--- config.mk ---
export PLATFORM = sky130hd
export DESIGN_NAME = sei_fifo
export DESIGN_NICKNAME = d
export VERILOG_FILES = /design/src/hdl/sei_pkg.sv /design/src/hdl/sei_fifo.sv
export SDC_FILE = /design/constraint.sdc
export NUM_CORES = 1
export LEC_CHECK = 0
export ABC_AREA = 1
export BUFFER_PORTS_ARGS = -buffer_cell sky130_fd_sc_hd__buf_4
export CAP_MARGIN = 20
export CORE_UTILIZATION = 30
export CTS_CLUSTER_DIAMETER = 60
export DETAILED_ROUTE_END_ITERATION = 12
export GPL_TIMING_DRIVEN = 0
export HOLD_SLACK_MARGIN = 0.02
export PLACE_DENSITY = 0.49
export SLEW_MARGIN = 20
export SYNTH_ARGS = -nofsm -noshare
export SYNTH_HDL_FRONTEND = slang
export SYNTH_SLANG_ARGS = --single-unit
export TNS_END_PERCENT = 5
--- constraint.sdc ---
create_clock -name i_clk -period 5.2 [get_ports i_clk]
set_input_delay 0.78 -clock i_clk [delete_from_list [all_inputs] [get_ports i_clk]]
set_output_delay 0.78 -clock i_clk [all_outputs]
set_load 0.02 [all_outputs]
--- src/hdl/sei_pkg.sv ---
// Shared types, constants and codes of the signed energy integrator.
package sei_pkg;

    localparam int GAIN_FRAC_BITS_DEF = 24;
    localparam int QUEUE_DEPTH_DEF    = 2;

    localparam int CFG_IDX_W = 2;
    localparam logic [CFG_IDX_W-1:0] CFG_POWER_GAIN   = 2'd0;
    localparam logic [CFG_IDX_W-1:0] CFG_POWER_OFFSET = 2'd1;

    localparam logic [31:0] POWER_GAIN_RESET = 32'd1634462;
    localparam logic [62:0] TOTAL_MAX        = {63{1'b1}};

    // Scaled power sample handed from front to back.
    typedef struct packed {
        logic signed [31:0] power_mw;
        logic [31:0]        timestamp_ms;
    } t_mid_item;

    // One result transaction.
    typedef struct packed {
        logic signed [31:0] power_mw;
        logic [62:0]        received_total;
        logic [62:0]        exported_total;
        logic               integrated;
    } t_result;

    typedef enum logic [1:0] {
        FR_IDLE,
        FR_MUL,
        FR_PUSH
    } t_front_state;

    typedef enum logic [1:0] {
        BK_IDLE,
        BK_SUM,
        BK_MUL,
        BK_ACC
    } t_back_state;

endpackage

--- src/hdl/sei_fifo.sv ---
// Small register queue between pipeline parts.
module sei_fifo import sei_pkg::*; #(
    parameter int W     = 64,
    parameter int DEPTH = QUEUE_DEPTH_DEF
) (
    input  logic         i_clk,
    input  logic         i_rst_n,
    input  logic         i_push,
    input  logic [W-1:0] i_data,
    output logic         o_full,
    input  logic         i_pop,
    output logic [W-1:0] o_data,
    output logic         o_empty
);

    localparam int PW = (DEPTH > 1) ? $clog2(DEPTH) : 1;
    localparam int CW = $clog2(DEPTH + 1);

    logic [W-1:0]  r_mem [DEPTH];
    logic [PW-1:0] r_wptr, n_wptr;
    logic [PW-1:0] r_rptr, n_rptr;
    logic [CW-1:0] r_count, n_count;
    logic          w_wr, w_rd;

    assign o_full  = (r_count == CW'(DEPTH));
    assign o_empty = (r_count == '0);
    assign w_wr    = i_push && !o_full;
    assign w_rd    = i_pop && !o_empty;
    assign o_data  = r_mem[r_rptr];

    always_comb begin
        n_wptr  = r_wptr;
        n_rptr  = r_rptr;
        n_count = r_count;
        if (w_wr) begin
            n_wptr = (r_wptr == PW'(DEPTH - 1)) ? '0 : r_wptr + 1'b1;
        end
        if (w_rd) begin
            n_rptr = (r_rptr == PW'(DEPTH - 1)) ? '0 : r_rptr + 1'b1;
        end
        case ({w_wr, w_rd})
            2'b10:   n_count = r_count + 1'b1;
            2'b01:   n_count = r_count - 1'b1;
            default: n_count = r_count;
        endcase
    end

    always_ff @(posedge i_clk) begin
        if (!i_rst_n) begin
            r_wptr  <= '0;
            r_rptr  <= '0;
            r_count <= '0;
        end else begin
            r_wptr  <= n_wptr;
            r_rptr  <= n_rptr;
            r_count <= n_count;
        end
    end

    always_ff @(posedge i_clk) begin
        if (w_wr) begin
            r_mem[r_wptr] <= i_data;
        end
    end

endmodule

==> results_dict.tcl <==
set metrics [dict create \
    tightest_slew_ns 0.486 \
    die-area_mm2 0.0178 \
    grt_pass1_wl_um 14500 \
    drt-initial-drc-count 117 \
    cap_viol_max_count 0 \
    power.leakage_nw 2.84 \
    path_delay_family "buffers and inverters" \
    slowest_stage "dfxtp_1" \
    end_kind "primary output" \
    path_cells "buf_6, buf_12, mux2_4, buf_4" \
    hold_path_class "flip-flop to flip-flop" \
    post_cts_buffers 0 \
    drv_slew 0 \
    min_period_over_period 0.457 \
    ios 134 \
    relSlewSlack 0.676 \
    cp.depth 4 \
    routed_wl_um 9350 \
    peakVddDrop_mv 0.208 \
    cts_tree "done" \
    syn_area_per_cell_um2 21.6 \
    synthSimpleGateAreaFrac 0.0179 \
    synth_top_family_by_area "multiplexers" \
    synth_xor_area_frac 0 \
    powerDensity_mw_per_mm2 485 \
    synthCells 239 \
    start_util 0.310 \
    overflow 0 \
    setup_viol 0 \
    antenna_found_initial 0 \
    n_antenna_cell 0 \
    portBuffers 133 \
    top_layer_used "met4" \
    arrival_ns 1.60 \
    dp_hpwl_um 6260 \
    seq_area_frac_synth 0.763 \
    yosysUniqueCellTypes 15 \
    hold_ws_ns 0.501 \
    fmax_mhz 421 \
    area_delta_synth_final_pct 39.7 \
    grt_usage 0.112 \
    status "finished clean" \
    root_buffer "clkbuf_16" \
    post-route-min-period_ns 2.38 \
    grt_max_degree 34 \
    dr_wl_met2_um 4690 \
    yosys.area.top_type "edfxtp_1" \
    clock_latency_ns 0.41 \
    h-tree-depth 4 \
    setup_tns_ns 0 \
    whs_path_depth 2 \
    synth_nets 308 \
    fin_skew_ns 0.00734 \
    route.vias.total 2602 \
    die_h_um 133 \
    crit_buf_inv 3 \
    synth_compound_area_frac 0.00194 \
    die_w_um 133 \
    grt_setup_unrepaired "no" \
    yosys-top-cells-area "edfxtp_1 74%, mux2_4 17%, buf_12 2.3%, dfxtp_1 1.9%, mux2_2 0.87%" \
    clk_pin_slew_ns 0.06 \
    synth_area_mm2 0.00517 \
    required_ns 4.42 \
    ys_ff_latch 133 \
    wl_met3_um 862 \
    crit_fanout 10 \
    cts_resized 0 \
    reg2reg_depth 6 \
    drive_gt1_frac 0.591 \
    critPathMaxStageDelay_ns 0.32 \
    ant_nets 0 \
    drcViolationCount 0 \
    clockBufferDepth 2 \
    core_area_mm2 0.0167 \
    yosys.area_share.adder 0.00242 \
    num_rows 47 \
    grt_pass1_vias 2714 \
    met1_length_um 3680 \
    path_class "flip-flop to primary output" \
    yosys.area.top_type_share 0.743 \
    setup.worst_path.start_class "flip-flop" \
    nNetsFinal 464 \
    cts.sinks 133 \
    hold_viol 0 \
    synthMuxAreaShare 0.183 \
    hold_buffers 0 \
    wl_per_cell_um 14.9 \
    cts_buffers 17 \
    viasPerCell 4.14 \
    gp_congestion 0.632 \
    drtPass1Iterations 4 \
    synth_warnings 0 \
]
[worst reg2reg max path, stage by stage (launching register included)]
cell,delay [ns]
dfxtp_1,0.39
nor2_1,0.09
nor2_1,0.17
inv_1,0.11
nor2_4,0.36
buf_16,0.21
buf_16,0.17
[per-stage QoR]
step	power (mW)	utilization	setup slack [ns]	cells	instance area, um2
2_1_floorplan	1.89	-	1.01	239	5170
3_3_place_gp	2.17	0.386	-0.962	592	6440
3_5_place_dp	2.20	0.392	2.94	596	6550
4_1_cts	3.57	0.432	2.77	628	7220
5_1_grt	3.66	0.432	2.74	628	7220
6_report	3.51	0.432	2.82	628	7220
[cell families after synthesis]
| logic type | Yosys count |
|---|---|
| adders and majority gates | 1 |
| DFF | 133 |
| and+or+nand+nor | 23 |
| AOI/OAI and AO/OA | 2 |
| muxes | 64 |
| buffers and inverters | 16 |
[area by class of cell]
class / count / area (um2)
fill: 1514 / 9480
sequential: 133 / 3940
timing repair buffer: 137 / 1090
multi-input combinational: 90 / 1070
clock buffer: 20 / 447
tap: 220 / 275
clock inverter: 12 / 226
buffer: 7 / 131
inverter: 9 / 36.3
[state kept, by name, indices dropped and copies added, names as in the netlist, named ones only]
signal,count
r_count,2
r_mem,128
r_rptr,1
r_wptr,1
[report_power, final]
| group | internal [mW] | switching, mW |
|---|---|---|
| registers | 1.31 | 0.0290 |
| logic | 0.420 | 0.399 |
| clock network | 0.913 | 0.435 |
[path summary, 6_finish.rpt]
check                                              from                       to  slack [ns]
worst max register to register  r_count[0]$_SDFFE_PN0P_   r_mem[0][62]$_DFFE_PP_        3.39
worst min-delay path            r_count[1]$_SDFFE_PN0P_  r_count[1]$_SDFFE_PN0P_        0.50
worst max-delay path                          flip-flop               o_data[19]        2.82
worst min register to register  r_count[1]$_SDFFE_PN0P_  r_count[1]$_SDFFE_PN0P_        0.50
[synth_stat cells (all sizes together)]
cell type and count:
nand2 8, inv 9, nand4 1, nor2 13
ha 1, buf 7, o21ai 1, a21oi 1
mux2 64, edfxtp 128, nand3 1, dfxtp 5
[placed cells by master, fill, tap and decap left out]
cell        netlist  layout
a21oi_1           1       1
buf_12            6       8
buf_16            0       2
buf_4             0     133
buf_6             1       1
bufinv_16         0       6
clkbuf_1          0       2
clkbuf_16         0      17
clkbuf_8          0       1
clkinv_2          0       1
clkinv_4          0       3
clkinvlp_4        0       2
dfxtp_1           5       5
edfxtp_1        128     128
ha_1              1       1
inv_1             9       8
inv_4             0       1
mux2_2            4       4
mux2_4           60      60
nand2_1           8       8
nand3_1           1       1
nand4_1           1       1
nor2_1           12      11
nor2_2            1       1
nor2_4            0       1
o21ai_0           1       1
[routing by layer]
metal	global-route usage	vias to the layer above
met1	0.120	1266
li1	-	1236
met5	0	-
met4	0.0473	0
met2	0.181	89
met3	0.0635	11
(Power assumes the default switching activity.)
