--- src/hdl/sei_pkg.sv ---
// Shared types, constants and codes of the signed energy integrator.
package sei_pkg;

    localparam int GAIN_FRAC_BITS_DEF = 24;
    localparam int QUEUE_DEPTH_DEF    = 2;

    localparam int CFG_IDX_W = 2;
    localparam logic [CFG_IDX_W-1:0] CFG_POWER_GAIN   = 2'd0;
    localparam logic [CFG_IDX_W-1:0] CFG_POWER_OFFSET = 2'd1;

    localparam logic [31:0] POWER_GAIN_RESET = 32'd1634462;
    localparam logic [62:0] TOTAL_MAX        = {63{1'b1}};

    // Scaled power sample handed from front to back.
    typedef struct packed {
        logic signed [31:0] power_mw;
        logic [31:0]        timestamp_ms;
    } t_mid_item;

    // One result transaction.
    typedef struct packed {
        logic signed [31:0] power_mw;
        logic [62:0]        received_total;
        logic [62:0]        exported_total;
        logic               integrated;
    } t_result;

    typedef enum logic [1:0] {
        FR_IDLE,
        FR_MUL,
        FR_PUSH
    } t_front_state;

    typedef enum logic [1:0] {
        BK_IDLE,
        BK_SUM,
        BK_MUL,
        BK_ACC
    } t_back_state;

endpackage

--- src/hdl/sei_back.sv ---
// Back end: trapezoid integration into saturating import/export totals.
module sei_back import sei_pkg::*; (
    input  logic      i_clk,
    input  logic      i_rst_n,
    input  t_mid_item i_item,
    input  logic      i_item_empty,
    output logic      o_item_pop,
    output t_result   o_res,
    output logic      o_res_push,
    input  logic      i_res_full
);

    t_back_state r_state, n_state;

    logic signed [31:0] r_cur_power;
    logic [31:0]        r_cur_ts;
    logic signed [31:0] r_prev_power;
    logic [31:0]        r_prev_time;
    logic               r_have_prev;
    logic [62:0]        r_import_sum;
    logic [62:0]        r_export_sum;
    logic [32:0]        r_mag;
    logic [31:0]        r_elapsed;
    logic               r_is_import;
    logic [64:0]        r_energy;

    logic signed [32:0] w_psum;
    logic signed [33:0] w_pneg;
    logic [65:0]        w_imp_add;
    logic [65:0]        w_exp_add;
    logic [62:0]        n_import_sum;
    logic [62:0]        n_export_sum;

    // Sum of neighboring samples; zero counts as export.
    assign w_psum = {r_prev_power[31], r_prev_power} + {r_cur_power[31], r_cur_power};
    assign w_pneg = -{w_psum[32], w_psum};

    assign w_imp_add = {3'b0, r_import_sum} + {1'b0, r_energy};
    assign w_exp_add = {3'b0, r_export_sum} + {1'b0, r_energy};

    always_comb begin
        n_import_sum = r_import_sum;
        n_export_sum = r_export_sum;
        if (r_have_prev) begin
            if (r_is_import) begin
                n_import_sum = (w_imp_add > {3'b0, TOTAL_MAX}) ? TOTAL_MAX : w_imp_add[62:0];
            end else begin
                n_export_sum = (w_exp_add > {3'b0, TOTAL_MAX}) ? TOTAL_MAX : w_exp_add[62:0];
            end
        end
    end

    // next state
    always_comb begin
        n_state = r_state;
        case (r_state)
            BK_IDLE: begin
                if (!i_item_empty) begin
                    n_state = BK_SUM;
                end
            end
            BK_SUM: n_state = BK_MUL;
            BK_MUL: n_state = BK_ACC;
            BK_ACC: begin
                if (!i_res_full) begin
                    n_state = BK_IDLE;
                end
            end
            default: n_state = BK_IDLE;
        endcase
    end

    // outputs
    always_comb begin
        o_item_pop = 1'b0;
        o_res_push = 1'b0;
        case (r_state)
            BK_IDLE: o_item_pop = !i_item_empty;
            BK_ACC:  o_res_push = !i_res_full;
            default: ;
        endcase
    end

    assign o_res.power_mw       = r_cur_power;
    assign o_res.received_total = n_import_sum;
    assign o_res.exported_total = n_export_sum;
    assign o_res.integrated     = r_have_prev;

    always_ff @(posedge i_clk) begin
        if (!i_rst_n) begin
            r_state      <= BK_IDLE;
            r_have_prev  <= 1'b0;
            r_prev_power <= '0;
            r_prev_time  <= '0;
            r_import_sum <= '0;
            r_export_sum <= '0;
        end else begin
            r_state <= n_state;
            if (o_res_push) begin
                r_have_prev  <= 1'b1;
                r_prev_power <= r_cur_power;
                r_prev_time  <= r_cur_ts;
                r_import_sum <= n_import_sum;
                r_export_sum <= n_export_sum;
            end
        end
    end

    always_ff @(posedge i_clk) begin
        if (o_item_pop) begin
            r_cur_power <= i_item.power_mw;
            r_cur_ts    <= i_item.timestamp_ms;
        end
        if (r_state == BK_SUM) begin
            r_mag       <= w_psum[32] ? w_pneg[32:0] : w_psum;
            r_is_import <= (w_psum > 33'sd0);
            r_elapsed   <= r_cur_ts - r_prev_time;  // wraps modulo 2^32
        end
        if (r_state == BK_MUL) begin
            r_energy <= r_mag * r_elapsed;
        end
    end

endmodule

--- config.mk ---
export PLATFORM = sky130hd
export DESIGN_NAME = sei_back
export DESIGN_NICKNAME = d
export VERILOG_FILES = /design/src/hdl/sei_pkg.sv /design/src/hdl/sei_back.sv
export SDC_FILE = /design/constraint.sdc
export NUM_CORES = 2
export LEC_CHECK = 0
export ABC_AREA = 0
export ABC_CLOCK_PERIOD_IN_PS = 8290
export BUFFER_PORTS_ARGS = -buffer_cell sky130_fd_sc_hd__buf_2
export CORE_MARGIN = 4
export CORE_UTILIZATION = 35
export DETAILED_ROUTE_END_ITERATION = 16
export PLACE_DENSITY_LB_ADDON = 0.25
export SETUP_SLACK_MARGIN = 0.4
export SYNTH_ARGS = -nofsm -noshare
export SYNTH_HDL_FRONTEND = slang
export SYNTH_SLANG_ARGS = --single-unit
--- constraint.sdc ---
create_clock -name i_clk -period 8.29 [get_ports i_clk]
set_clock_uncertainty 0.15 [all_clocks]
set_input_delay 0.4145 -clock i_clk [delete_from_list [all_inputs] [get_ports i_clk]]
set_output_delay 0.4145 -clock i_clk [all_outputs]
set_load 0.005 [all_outputs]
==> flow_summary.ini <==
[route]
drc = 0
vias_per_cell = 5.19
ant_nets = 0
drt_iter0_markers = 3130
num_vias = 47100
wl_um = 186000
avgRoutedWirePerCell_um = 20.5
first_pass_iters = 6

[hold_path]
hp-class = input port to flop
hold-path-cell-count = 2
min_to = r_cur_power[28]
min_from = i_item_empty

[job]
drv_cap = 0

[worst_setup_path]
startpoint_type = flop
worstPathArrival_ns = 8.22
end_kind = flop
crit_required_ns = 8.52
worstSetupPathType = flop to flop
rr_endpoint = r_energy[64]
reg2regPathDepth = 25
worstPathMaxFanout = 11
regToRegStartpoint = r_mag[13]
r2r_setup_slack_ns = 0.30

[global_routing]
grt_pass1_vias = 48300
busiest_layer = met2
met1_usage = 0.302
gr-usage-met2 = 0.320
gr-total-overflow = 0
grt_pass1_wl_um = 285000
grt_util_all_layers = 0.207
grtUsageMet3 = 0.0394
grt_max_degree = 94
grt_antenna_before_repair = 4

[clock_tree]
cts_sinks = 388
clkLatencyLatePin_ns = 0.64
root_buffer = clkbuf_16
cts_buffers = 47
cts_htree_levels = 2
cts_tree = done
clk_pin_slew_ns = 0.06
clockBufferDepth = 3

[sta]
worst_pin_slew_ns = 1.09
fin_setup_tns_ns = 0
slew-limit-headroom = 0.270
fmax_ghz = 0.125
hold_violations = 0
maxSlewViolCount = 0
rsz0062_at_grt = yes
setup_slack_ns = 0.298
fin_crit_ns = 7.99
min_period_over_period = 0.964
final-setup-viol-count = 0

[final_layout]
area_growth_pct = 14.3
final_nets = 8273
drive_gt1_frac = 0.107

[floorplanning]
die-area_um2 = 175000
fp.dieH_um = 418
coreArea_um2 = 167000
initial_core_util = 0.352
row_count = 150
num_io_pins = 229
die_w_um = 418

[logic_synthesis]
yosys.cell_count.top_type = inv_1
synth_common_cells = inv_1 (991), fa_1 (930), nand2_1 (866), and2_1 (545), ha_1 (460)
async_flop_share = 0
ys_seq_elements = 388
syn_area_per_cell_um2 = 9.00
synth_top_cell_by_area = fa_1
synthMuxAreaShare = 0.000531
synthXorXnorAreaFrac = 0.0383
syn_area_um2 = 58900
synthDistinctLibCells = 95
postSynthCellCount = 6551
synth-compound-area-share = 0.138
synth_edf_count = 195
synth-simple-area-share = 0.157
synth_top_family_by_area = adder cells
synth_fp_nets = 8009
yosysSeqAreaShare = 0.165
synth_fa_ha_area_frac = 0.414
synth-main-ff-cell = edfxtp_1
synth_top_cells_by_area = fa_1 (32%), edfxtp_1 (9.9%), ha_1 (9.8%)
yosysWarningCount = 0
synth_top_area_frac = 0.316

[place]
place_ws_ns = -0.0618
gp_congestion = 0.903
dp_hpwl_um = 140000
port_buffers = 228

[outcome]
status = complete, no violations
## routing by layer
layer  routed length [µm]  up-vias
met2                81200     1635
met5                    0        -
li1                     -    21700
met3                14700      241
met1                84500    23500
met4                 5370        0
## registers in the layout, summed over array words and instances, names as in the netlist
| register | flops |
|---|---|
| r_energy | 65 |
| r_cur_power | 32 |
| r_is_import | 1 |
| r_have_prev | 1 |
| r_elapsed | 32 |
| r_state | 2 |
| r_cur_ts | 32 |
| r_prev_time | 32 |
| r_mag | 33 |
| r_import_sum | 63 |
| r_prev_power | 32 |
| r_export_sum | 63 |
## cells by family (layout without fill, tap and decap cells)
group                    after synthesis  after routing
XOR/XNOR                             258            258
multiplexers                           3              3
AO/OA/AOI/OAI                       1238           1238
flip-flops                           388            388
other                                  0              3
AND/OR/NAND/NOR                     1914           1914
adder cells (fa/ha/maj)             1390           1390
buffers and inverters               1360           1663
## cell usage in the layout (no fill, tap or decap), types with 107 or more instances in the layout
cell type / netlist / final
inv_1: 991 / 984
edfxtp_1: 195 / 195
dfxtp_1: 193 / 193
buf_4: 1 / 209
ha_1: 460 / 445
xnor2_1: 164 / 164
a21o_1: 158 / 158
a21oi_1: 375 / 361
nor2_1: 225 / 224
a31oi_1: 110 / 107
and2_1: 545 / 538
nand2_1: 866 / 864
o21ai_0: 211 / 201
fa_1: 930 / 903
buf_2: 23 / 227
## how the worst max path moves through the flow
stage                               to  slack (ns)           from  cells past startpoint
final                     r_energy[64]        0.30      r_mag[13]                     25
after global routing      r_energy[64]        0.07   r_elapsed[7]                     27
after CTS                 r_energy[64]        0.30      r_mag[16]                     25
after detailed placement  r_energy[63]       -0.06  r_elapsed[20]                     24
after global placement    r_energy[63]        0.02  r_elapsed[20]                     23
after floorplan           r_energy[64]        0.44   r_elapsed[5]                     27
## critical path, cell delays in order, from the launching register on
cell	delay, ns
edfxtp_1	0.43
buf_4	0.18
bufbuf_16	0.28
and2_1	0.16
fa_2	0.37
fa_1	0.54
inv_1	0.06
fa_1	0.54
fa_1	0.53
inv_1	0.05
fa_1	0.56
fa_1	0.44
fa_1	0.49
fa_1	0.57
ha_4	0.21
buf_4	0.16
and4_1	0.25
a21oi_2	0.13
o211ai_1	0.09
nand2_1	0.08
a21bo_2	0.25
a21o_1	0.20
a211o_1	0.30
or3_4	0.34
a221oi_2	0.28
xnor2_1	0.11
## per-stage QoR
stage | utilization | hold WS (ns) | area, µm² | std cells
2_1_floorplan | - | 0.286 | 58900 | 6551
3_3_place_gp | 0.379 | 0.291 | 63400 | 8815
3_5_place_dp | 0.379 | 0.297 | 63400 | 8815
4_1_cts | 0.396 | 0.00107 | 66200 | 9005
5_1_grt | 0.403 | 0.0329 | 67300 | 9058
6_report | 0.403 | 0.0497 | 67300 | 9061
## area by class of cell
cell class	instances	area [µm²]
antenna	3	7.51
clock buffer	70	1390
clock inverter	18	267
fill	16600	99900
inverter	993	3730
multi-input combinational	4803	44500
sequential	388	9720
tap	2204	2760
timing repair buffer	582	4980
## repair_timing
action,4_1_cts,5_1_grt
hold endpoints to repair,64,0
pin swaps,4,33
cloned,4,10
hold buffers,64,0
buffers inserted,34,43
endpoints found under the setup margin,12,17
resized for setup,20,121
Power is left out: the tool's default activity adds up to more than one toggle a clock period on the data nets, which glitch-free logic cannot reach.
